$ cat config.mk
export PLATFORM = sky130hd
export DESIGN_NAME = sorted_insert_priority_queue
export DESIGN_NICKNAME = d
export VERILOG_FILES = /design/src/rtl/spiq_pkg.sv /design/src/rtl/spiq_cell.sv /design/src/rtl/sorted_insert_priority_queue.sv
export SDC_FILE = /design/constraint.sdc
export NUM_CORES = 1
export LEC_CHECK = 0
export BUFFER_PORTS_ARGS = -buffer_cell sky130_fd_sc_hd__buf_2
export CORE_MARGIN = 3
export CORE_UTILIZATION = 55
export DETAILED_ROUTE_END_ITERATION = 7
export PLACE_DENSITY_LB_ADDON = 0.05
export SLEW_MARGIN = 10
export SYNTH_ARGS = -nofsm -noshare
export SYNTH_HDL_FRONTEND = slang
export SYNTH_HIERARCHICAL = 1
export SYNTH_SLANG_ARGS = --single-unit
$ cat constraint.sdc
create_clock -name clk -period 4.1 [get_ports clk]
set_input_delay 0.82 -clock clk [delete_from_list [all_inputs] [get_ports clk]]
set_output_delay 0.82 -clock clk [all_outputs]
set_load 0.02 [all_outputs]
$ cat src/rtl/spiq_pkg.sv
// ----------------------------------------------------------------------------
// spiq_pkg
// Shared types and constants of the sorted-insertion priority queue.
// ----------------------------------------------------------------------------
package spiq_pkg;

	localparam int DEPTH_DEF    = 8;
	localparam int TAG_BITS_DEF = 16;
	localparam int PRIO_BITS    = 3;
	localparam int OCC_BITS     = 4;
	localparam int STATUS_BITS  = 2;

	typedef enum logic {
		FUNC_ENQ = 1'b0,
		FUNC_DEQ = 1'b1
	} func_t;

	typedef enum logic [STATUS_BITS-1:0] {
		ST_OK    = 2'd0,
		ST_FULL  = 2'd1,
		ST_EMPTY = 2'd2
	} status_t;

	typedef struct packed {
		logic                 enq;
		logic                 deq;
		logic [PRIO_BITS-1:0] prio;
	} cell_ctl_t;

endpackage

$ cat src/rtl/spiq_cell.sv
// ----------------------------------------------------------------------------
// spiq_cell
// One slot of the sorted chain: keeps its entry, takes its left neighbor's,
// takes the new entry on an enqueue, or takes its right neighbor's on a dequeue.
// ----------------------------------------------------------------------------
module spiq_cell #(
	parameter int TAG_BITS = spiq_pkg::TAG_BITS_DEF
) (
	input  logic                           clk,
	input  spiq_pkg::cell_ctl_t            ctl,
	input  logic [TAG_BITS-1:0]            new_tag,
	input  logic                           occ_self,
	input  logic                           occ_left,
	input  logic [spiq_pkg::PRIO_BITS-1:0] left_prio,
	input  logic [TAG_BITS-1:0]            left_tag,
	input  logic [spiq_pkg::PRIO_BITS-1:0] right_prio,
	input  logic [TAG_BITS-1:0]            right_tag,
	output logic [spiq_pkg::PRIO_BITS-1:0] prio,
	output logic [TAG_BITS-1:0]            tag
);

	logic [spiq_pkg::PRIO_BITS-1:0] prio_q;
	logic [TAG_BITS-1:0]            tag_q;
	logic                           keep;
	logic                           left_moves;

	assign keep       = occ_self && (prio_q <= ctl.prio);
	assign left_moves = occ_left && (left_prio > ctl.prio);

	always_ff @(posedge clk) begin
		if (ctl.deq) begin
			prio_q <= right_prio;
			tag_q  <= right_tag;
		end else if (ctl.enq && !keep) begin
			if (left_moves) begin
				prio_q <= left_prio;
				tag_q  <= left_tag;
			end else begin
				prio_q <= ctl.prio;
				tag_q  <= new_tag;
			end
		end
	end

	assign prio = prio_q;
	assign tag  = tag_q;

endmodule

$ cat src/rtl/sorted_insert_priority_queue.sv
// The queue holds up to DEPTH entries of a 3-bit priority and a tag, sorted so
// that the lowest priority value leaves first and equal priorities leave in
// arrival order. Every input item (tuser 0 enqueue, 1 dequeue) yields exactly
// one result item with a status, the dequeued entry and the occupancy after
// the operation. The whole row of cells shifts in parallel on the accepting
// edge, so a new item can be accepted in every cycle while the registered
// result is taken, and the result appears in the cycle after acceptance.
// ----------------------------------------------------------------------------
// sorted_insert_priority_queue
// Top level: stream handshake, fill count, result register and the cell row.
// ----------------------------------------------------------------------------
module sorted_insert_priority_queue #(
	parameter int DEPTH    = spiq_pkg::DEPTH_DEF,
	parameter int TAG_BITS = spiq_pkg::TAG_BITS_DEF,
	localparam int IN_BITS  = ((spiq_pkg::PRIO_BITS + TAG_BITS + 7) / 8) * 8,
	localparam int OUT_BITS =
		((spiq_pkg::PRIO_BITS + TAG_BITS + spiq_pkg::OCC_BITS + 7) / 8) * 8
) (
	input  logic                             clk,
	input  logic                             arst_n,
	input  logic                             s_tvalid,
	output logic                             s_tready,
	input  logic [IN_BITS-1:0]               s_tdata,  // prio_in, tag_in
	input  logic                             s_tuser,  // func
	output logic                             m_tvalid,
	input  logic                             m_tready,
	output logic [OUT_BITS-1:0]              m_tdata,  // prio_out, tag_out, occupancy
	output logic [spiq_pkg::STATUS_BITS-1:0] m_tuser   // status
);

	localparam int PB       = spiq_pkg::PRIO_BITS;
	localparam int CNT_BITS = $clog2(DEPTH + 1);

	logic                  accept;
	logic [PB-1:0]         in_prio;
	logic [TAG_BITS-1:0]   in_tag;
	logic                  full;
	logic                  empty;
	logic                  enq_ok;
	logic                  deq_ok;
	logic [CNT_BITS-1:0]   count_q;
	logic [CNT_BITS-1:0]   count_nxt;
	spiq_pkg::status_t     status_nxt;
	spiq_pkg::cell_ctl_t   ctl;

	logic [PB-1:0]         cell_prio [DEPTH];
	logic [TAG_BITS-1:0]   cell_tag  [DEPTH];
	logic [DEPTH-1:0]      occ;

	logic                              out_valid_q;
	spiq_pkg::status_t                 status_q;
	logic [PB-1:0]                     prio_q;
	logic [TAG_BITS-1:0]               tag_q;
	logic [spiq_pkg::OCC_BITS-1:0]     occ_q;

	assign s_tready = !out_valid_q || m_tready;
	assign accept   = s_tvalid && s_tready;
	assign in_prio  = s_tdata[PB-1:0];
	assign in_tag   = s_tdata[PB+TAG_BITS-1:PB];

	assign full   = (count_q == CNT_BITS'(DEPTH));
	assign empty  = (count_q == '0);
	assign enq_ok = accept && (s_tuser == spiq_pkg::FUNC_ENQ) && !full;
	assign deq_ok = accept && (s_tuser == spiq_pkg::FUNC_DEQ) && !empty;

	always_comb begin
		count_nxt  = count_q;
		status_nxt = spiq_pkg::ST_OK;
		if (enq_ok) begin
			count_nxt = count_q + 1'b1;
		end else if (deq_ok) begin
			count_nxt = count_q - 1'b1;
		end else if (s_tuser == spiq_pkg::FUNC_ENQ) begin
			status_nxt = spiq_pkg::ST_FULL;
		end else begin
			status_nxt = spiq_pkg::ST_EMPTY;
		end
	end

	assign ctl.enq  = enq_ok;
	assign ctl.deq  = deq_ok;
	assign ctl.prio = in_prio;

	for (genvar i = 0; i < DEPTH; i++) begin : g_cell
		assign occ[i] = (count_q > CNT_BITS'(i));

		spiq_cell #(
			.TAG_BITS(TAG_BITS)
		) u_cell (
			.clk       (clk),
			.ctl       (ctl),
			.new_tag   (in_tag),
			.occ_self  (occ[i]),
			.occ_left  ((i == 0) ? 1'b0 : occ[(i == 0) ? 0 : i - 1]),
			.left_prio (cell_prio[(i == 0) ? 0 : i - 1]),
			.left_tag  (cell_tag[(i == 0) ? 0 : i - 1]),
			.right_prio((i == DEPTH - 1) ? '0 : cell_prio[(i == DEPTH - 1) ? i : i + 1]),
			.right_tag ((i == DEPTH - 1) ? '0 : cell_tag[(i == DEPTH - 1) ? i : i + 1]),
			.prio      (cell_prio[i]),
			.tag       (cell_tag[i])
		);
	end

	always_ff @(posedge clk or negedge arst_n) begin
		if (!arst_n) begin
			count_q     <= '0;
			out_valid_q <= 1'b0;
		end else begin
			if (accept) begin
				count_q     <= count_nxt;
				out_valid_q <= 1'b1;
			end else if (m_tready) begin
				out_valid_q <= 1'b0;
			end
		end
	end

	always_ff @(posedge clk) begin
		if (accept) begin
			status_q <= status_nxt;
			prio_q   <= deq_ok ? cell_prio[0] : '0;
			tag_q    <= deq_ok ? cell_tag[0] : '0;
			occ_q    <= spiq_pkg::OCC_BITS'(count_nxt);
		end
	end

	assign m_tvalid = out_valid_q;
	assign m_tuser  = status_q;
	assign m_tdata  = OUT_BITS'({occ_q, tag_q, prio_q});

endmodule

==> results of run 1 <==
cells in the mapped netlist, types with 9 or more instances:
| cell | number |
|---|---|
| or3_1 | 9 |
| a41oi_2 | 80 |
| o21ai_1 | 25 |
| clkbuf_1 | 50 |
| a41oi_1 | 72 |
| buf_2 | 11 |
| nor2_1 | 13 |
| a21o_1 | 9 |
| edfxtp_1 | 177 |
| nor2b_1 | 153 |
| buf_4 | 9 |
| a21oi_1 | 153 |
| inv_1 | 43 |
| buf_6 | 11 |
| ha_1 | 52 |
| nand3_1 | 10 |
| and2_1 | 19 |
| o21ai_0 | 150 |
final timing paths:
path | slack [ns] | end
min in group clk | 0.56 | m_tvalid$_DFFE_PN0P_
min | 0.20 | count_q[1]$_DFFE_PN0N_
min reg2reg | 0.56 | m_tvalid$_DFFE_PN0P_
max reg2reg | 0.90 | g_cell[4].u_cell/tag[14]$_DFFE_PP_
max in group asynchronous | 3.74 | count_q[3]$_DFFE_PN0N_
max | 0.90 | g_cell[4].u_cell/tag[14]$_DFFE_PP_
per-stage QoR:
step	utilization (%)	hold WS, ns	setup slack, ns	cell area [um^2]	std cells
floorplan	-	0.524	0.747	12600	1158
global placement	57.7	0.535	0.796	12700	1402
detailed placement	57.7	0.552	0.760	12700	1402
CTS	60.3	0.186	0.878	13300	1434
global route	60.4	0.190	0.699	13300	1438
finish	60.4	0.202	0.898	13300	1438
registers in the layout (all words and copies together) (netlist names):
| signal | cells |
|---|---|
| prio_q | 3 |
| g_cell.u_cell/tag | 128 |
| m_tvalid | 1 |
| occ_q | 4 |
| count_q | 4 |
| tag_q | 16 |
| m_tuser | 2 |
| g_cell.u_cell/prio | 24 |
power by group through the flow:
stage	Clock, uW	Sequential, uW	Combinational [uW]
finish	1660	2900	2830
global route	1770	2940	3140
CTS	1700	2900	2840
detailed placement	0	2940	2830
global placement	0	2930	2750
floorplan	0	2840	2400
per-layer routing:
layer,part of all wire (%),vias up
met2,47,146
met1,49,4183
met5,0,-
met4,1.3,0
met3,2.9,24
li1,-,4434
area by class of cell:
| cell class | instances | area, um^2 |
|---|---|---|
| Antenna cell | 4 | 10.0 |
| Multi-Input combinational cell | 835 | 6420 |
| Timing Repair Buffer | 61 | 370 |
| Clock inverter | 14 | 158 |
| Clock buffer | 18 | 429 |
| Tap cell | 280 | 350 |
| Fill cell | 1849 | 8750 |
| Inverter | 44 | 165 |
| Sequential cell | 182 | 5440 |
layout by cell type, fill, tap and decap left out, types with 9 or more instances in the layout:
| cell | count |
|---|---|
| a21oi_1 | 153 |
| edfxtp_1 | 177 |
| and2_1 | 19 |
| o21ai_1 | 25 |
| nand3_1 | 10 |
| a41oi_2 | 80 |
| o21ai_0 | 148 |
| clkbuf_16 | 17 |
| ha_1 | 52 |
| nor2_1 | 13 |
| inv_1 | 43 |
| nor2b_1 | 153 |
| a21o_1 | 9 |
| conb_1 | 22 |
| or3_1 | 9 |
| a41oi_1 | 72 |
| buf_2 | 50 |
worst max-delay path: stages (launching register included):
cell,delay (ns)
dfrtp_1,0.53
inv_1,0.15
ha_1,0.32
or3b_4,0.54
and3_4,0.58
buf_12,0.45
nor2b_1,0.21
a21oi_1,0.06
logic make-up (layout without fill, tap and decap cells):
| family | count (synthesis) | count (layout) | share of synthesized area, % |
|---|---|---|---|
| DFF | 182 | 182 | 43.4 |
| buffers and inverters | 141 | 137 | 5.98 |
| xor gates and xnor gates | 3 | 3 | 0.210 |
| other | 1 | 26 | 0.0299 |
| and+or+nand+nor | 227 | 227 | 11.6 |
| adders and majority gates | 52 | 52 | 5.20 |
| AOI/OAI and AO/OA | 531 | 531 | 33.5 |
==> impl_metrics.json, run 1 <==
{
  "via_per_inst": 6.11,
  "drtPass1Iterations": 5,
  "synth-main-ff-cell": "edfxtp_1",
  "maxSlewViolCount": 0,
  "clk_path_buf_depth": 2,
  "vias": 8787,
  "grt_pass1_wl_um": 45700,
  "syn-cell-area_um2": 12500,
  "arrival_ns": 3.38,
  "r2r_start": "count_q[1]$_DFFE_PN0N_",
  "synthArstFlopShare_pct": 2.75,
  "dr.first_iter.drc_count": 555,
  "grtUsageMet1_pct": 32.8,
  "pin_count": 57,
  "powerDensity_nw_per_um2": 554,
  "path_max_fanout": 122,
  "grt_busiest_layer": "met2",
  "worstRegToRegCells": 7,
  "layout_worst_path_cycle_share_pct": 78.1,
  "place_congestion": 0.810,
  "rsz0062_at_grt": "no",
  "p_leak_uw": 0.00434,
  "pwr-share-comb_pct": 38.3,
  "grt.met3_usage_pct": 3.24,
  "finClkSkew_ns": 0.0138,
  "cp-startpoint": "count_q[1]$_DFFE_PN0N_",
  "ctsResizeCount": 0,
  "relSlewSlack_pct": 34.5,
  "io_buffers": 50,
  "postSynthCellCount": 1137,
  "hold_violations": 0,
  "max_cap_violations": 0,
  "yosys-top-cells-area": "edfxtp_1, a41oi_2, nor2b_1, a21oi_1, o21ai_0",
  "finalSetupTns_ns": 0,
  "fin_crit_ns": 3.20,
  "drc": 0,
  "synth_cell_types": 47,
  "cts.sinks": 182,
  "pwr-share-seq_pct": 39.2,
  "critPathLaunchType": "flop",
  "grt_max_degree": 123,
  "critical_path_required_ns": 4.27,
  "cts_hold_buffers": 0,
  "grt_usage_pct": 22.9,
  "p_int_uw": 4490,
  "ant_nets": 0,
  "grt_pass1_vias": 8402,
  "cts_root_buf": "clkbuf_16",
  "final_net_count": 1222,
  "cts-htree-levels": 4,
  "fp.dieW_um": 157,
  "syn_to_final_growth_pct": 6.54,
  "final_layout_size_suffix_gt1_share_pct": 18.5,
  "yosys_warnings": 6,
  "setup_viol": 0,
  "fmax_ghz": 0.312,
  "initial_core_util_pct": 56.7,
  "path_clk_slew_ns": 0.08,
  "power.switching_uw": 2900,
  "worst-setup-path-type": "reg2reg",
  "use_met2_pct": 36.9,
  "avgSynthCellArea_um2": 11.0,
  "hold_class": "in2async",
  "cts_made_buffers": 17,
  "dieArea_um2": 24600,
  "synth_seq_area_share_pct": 43.4,
  "postRouteWirelength_um": 28200,
  "ys_seq_elements": 182,
  "antenna_found_initial": 4,
  "ir_drop_mv": 0.364,
  "cts_setup_buffers": 0,
  "finalPower_uw": 7390,
  "cts_tree": "built",
  "overflow": 0,
  "power_frac_clock_pct": 22.5,
  "status": "complete, no violations",
  "core_um2": 22100,
  "tightestPinTransition_ns": 0.982,
  "synth_top_area_cell": "edfxtp_1",
  "row_count": 54,
  "synth_edf_count": 177,
  "dp_hpwl_um": 20600,
  "clk_latency_ns": 0.44,
  "wire_per_inst_um": 19.6,
  "end_kind": "flop",
  "die_h_um": 157,
  "synth_top_cell_area_share_pct": 42.4,
  "switching_share_pct": 39.2
}
No activity file was read; power rests on OpenSTA's default activity.
==> run 2, diff against run 1 <==
Settings changed: ABC_AREA set to 1.
Clock period 4.1 ns to 3 ns, I/O delays scaled along.
==> run 2 against run 1 <==
Critical path depth is 3 higher. Wire length is 5.1% lower. Die area is 2.8% lower. Hold slack better by 0.22 ns. Power is 37% higher. Critical path type unchanged. Utilization is 1.2 points higher. Clock power is 38% higher. Via count is 8.2% higher. Sequential cell count stayed put. Cell count is 36% higher. Maximum frequency is 28% higher.
==> impl_metrics.json, run 2 <==
{
  "r2r_start": "count_q[0]$_DFFE_PN0N_",
  "wl_met2_um": 12500,
  "syn-cell-area_um2": 12200,
  "hold_violations": 0,
  "rsz0062_at_grt": "no",
  "relSlewSlack_pct": 52.9,
  "pin_count": 57,
  "cts_made_buffers": 17,
  "worst-setup-path-type": "reg2reg",
  "synthArstFlopShare_pct": 2.75,
  "grt_pass1_wl_um": 45300,
  "synth_top_cell_area_share_pct": 43.7,
  "ff2ff_setup_slack_ns": 0.50,
  "synth.area.mux_share_pct": 0,
  "grt_max_degree": 39,
  "drtPass1Iterations": 5,
  "wl_met1_um": 12500,
  "synth_common_cells": "nand2_1, inv_1, nand3_1, edfxtp_1, ha_1",
  "fmax_ghz": 0.399,
  "synthXorXnorAreaFrac_pct": 0.0721,
  "ir_drop_mv": 0.419,
  "path_max_fanout": 18,
  "layout_commonest_cell": "nand2_1",
  "dp_cells": 1922,
  "ys_seq_elements": 182,
  "fill_cells": 2004,
  "multi_input_area_um2": 4820,
  "status": "complete, no violations",
  "drc": 0,
  "crit_end": "g_cell[6].u_cell/tag[12]$_DFFE_PP_",
  "worstRegToRegCells": 10,
  "layout_common_cells": "nand2_1, inv_1, nand3_1, edfxtp_1, ha_1",
  "final_net_count": 1748,
  "critical_path_required_ns": 3.19,
  "cp-startpoint": "count_q[0]$_DFFE_PN0N_",
  "place_area_um2": 12500,
  "synth-main-ff-cell": "edfxtp_1",
  "p_leak_uw": 0.00711,
  "clk_latency_ns": 0.43,
  "grt_pass1_vias": 9143,
  "vias": 9509,
  "setup_viol": 0,
  "finalPower_uw": 10100,
  "syn_to_final_growth_pct": 8.24,
  "cts.sinks": 182,
  "cts_root_buf": "clkbuf_16",
  "arrival_ns": 2.70,
  "max_cap_violations": 0,
  "postSynthCellCount": 1615,
  "place_congestion": 0.831,
  "met3WireLength_um": 1170,
  "design_area_um2": 13200,
  "initial_core_util_pct": 56.9,
  "core_um2": 21400,
  "io_buffers": 50,
  "synth_edf_count": 177,
  "maxSlewViolCount": 0,
  "layout_worst_path_cycle_share_pct": 83.5,
  "avgSynthCellArea_um2": 7.53,
  "hold_class": "in2reg",
  "fin_crit_ns": 2.50,
  "clk_path_buf_depth": 2,
  "finClkSkew_ns": 0.0100,
  "cts_hold_buffers": 1,
  "ctsResizeCount": 0,
  "synth_cell_types": 29,
  "tightestPinTransition_ns": 0.705,
  "die_h_um": 155,
  "cts_tree": "built",
  "wire_per_inst_um": 13.6,
  "synth_seq_area_share_pct": 44.8,
  "register_area_um2": 5440,
  "cts_setup_buffers": 0,
  "yosys.area_share.simple_pct": 32.2,
  "finalSetupTns_ns": 0,
  "dieArea_um2": 23900,
  "path_clk_slew_ns": 0.07,
  "min-delay-start": "s_tvalid",
  "yosys_warnings": 6,
  "row_count": 53,
  "powerDensity_nw_per_um2": 770,
  "via_per_inst": 4.85,
  "end_kind": "flop",
  "top_layer_used": "met4",
  "ant_nets": 0,
  "synth_compound_area_share_pct": 1.38,
  "synth_top_family_by_area": "simple AND/OR/NAND/NOR gates",
  "final_cells": 1959,
  "overflow": 0,
  "fp.dieW_um": 155,
  "synth_top_area_cell": "edfxtp_1",
  "dp_hpwl_um": 20500,
  "largest_register_ffs": 128,
  "dr.first_iter.drc_count": 694,
  "cts-htree-levels": 4,
  "r2r_end": "g_cell[6].u_cell/tag[12]$_DFFE_PP_",
  "antenna_found_initial": 4,
  "yosysMostFrequentCell": "nand2_1",
  "critPathLaunchType": "flop",
  "yosys.area_share.adder_pct": 5.35,
  "postRouteWirelength_um": 26700,
  "final_layout_size_suffix_gt1_share_pct": 8.75,
  "yosys-top-cells-area": "edfxtp_1, nand2_1, nand3_1, inv_1, ha_1",
  "holdWs_ns": 0.420,
  "grt_usage_pct": 22.9
}
run 2: cell types whose count changed after synthesis, sizes merged, moves of 9 or more:
cell    delta
o21ai    -163
nand2    +541
a21o       -9
nor2      +14
nand3    +324
inv      +321
a21oi    -136
buf       +20
nor2b    -161
and2      -19
clkbuf    -41
or3        -9
a41oi    -152
run 2: per-layer routing:
layer | track usage, % | vias up
met1 | 32.0 | 4138
li1 | - | 5123
met2 | 37.7 | 219
met3 | 2.80 | 29
met4 | 6.98 | 0
met5 | 0 | -
run 2: cells by family after synthesis:
logic type | Yosys count
AOI/OAI and AO/OA | 31
buffers and inverters | 440
adders and majority gates | 52
other | 1
xor gates and xnor gates | 1
and+or+nand+nor | 908
DFF | 182
run 2: how the worst min path moves through the flow:
stage / to / slack, ns / depth (start not counted)
3_3_place_gp: count_q[3]$_DFFE_PN0N_ / 0.43 / 1
6_report: m_tvalid$_DFFE_PN0P_ / 0.42 / 3
5_1_grt: m_tvalid$_DFFE_PN0P_ / 0.43 / 3
3_5_place_dp: count_q[3]$_DFFE_PN0N_ / 0.43 / 1
2_1_floorplan: count_q[0]$_DFFE_PN0N_ / 0.30 / 0
4_1_cts: m_tvalid$_DFFE_PN0P_ / 0.40 / 3
run 2: layout make-up:
cell class,instances,area share [%]
inverter,364,10.4
clock buffer,17,3.23
timing repair buffer,89,4.24
multi-input combinational,1013,36.6
sequential,182,41.4
antenna,4,0.0761
clock inverter,15,1.44
tap,275,2.62
run 2: power breakdown:
group          total [uW]  switching, uW  internal, uW
registers            4010            334          3680
clock network        2290           1090          1200
logic                3820           2620          1210
total               10100           4040          6090
run 2: stage by stage:
stage | worst slack (ns) | utilization, %
floorplan | 0.491 | -
global placement | 0.440 | 58.6
detailed placement | 0.445 | 58.6
CTS | 0.496 | 61.6
global route | 0.312 | 61.6
finish | 0.496 | 61.6
run 2: worst max-delay path, cell delays in order, from the launching register on:
cell	delay, ns
dfrtp_1	0.45
inv_1	0.15
ha_1	0.30
or2_1	0.28
o21ai_0	0.38
nand2_1	0.12
inv_2	0.09
buf_4	0.22
nand3_1	0.12
nand3_1	0.11
nand2_1	0.05
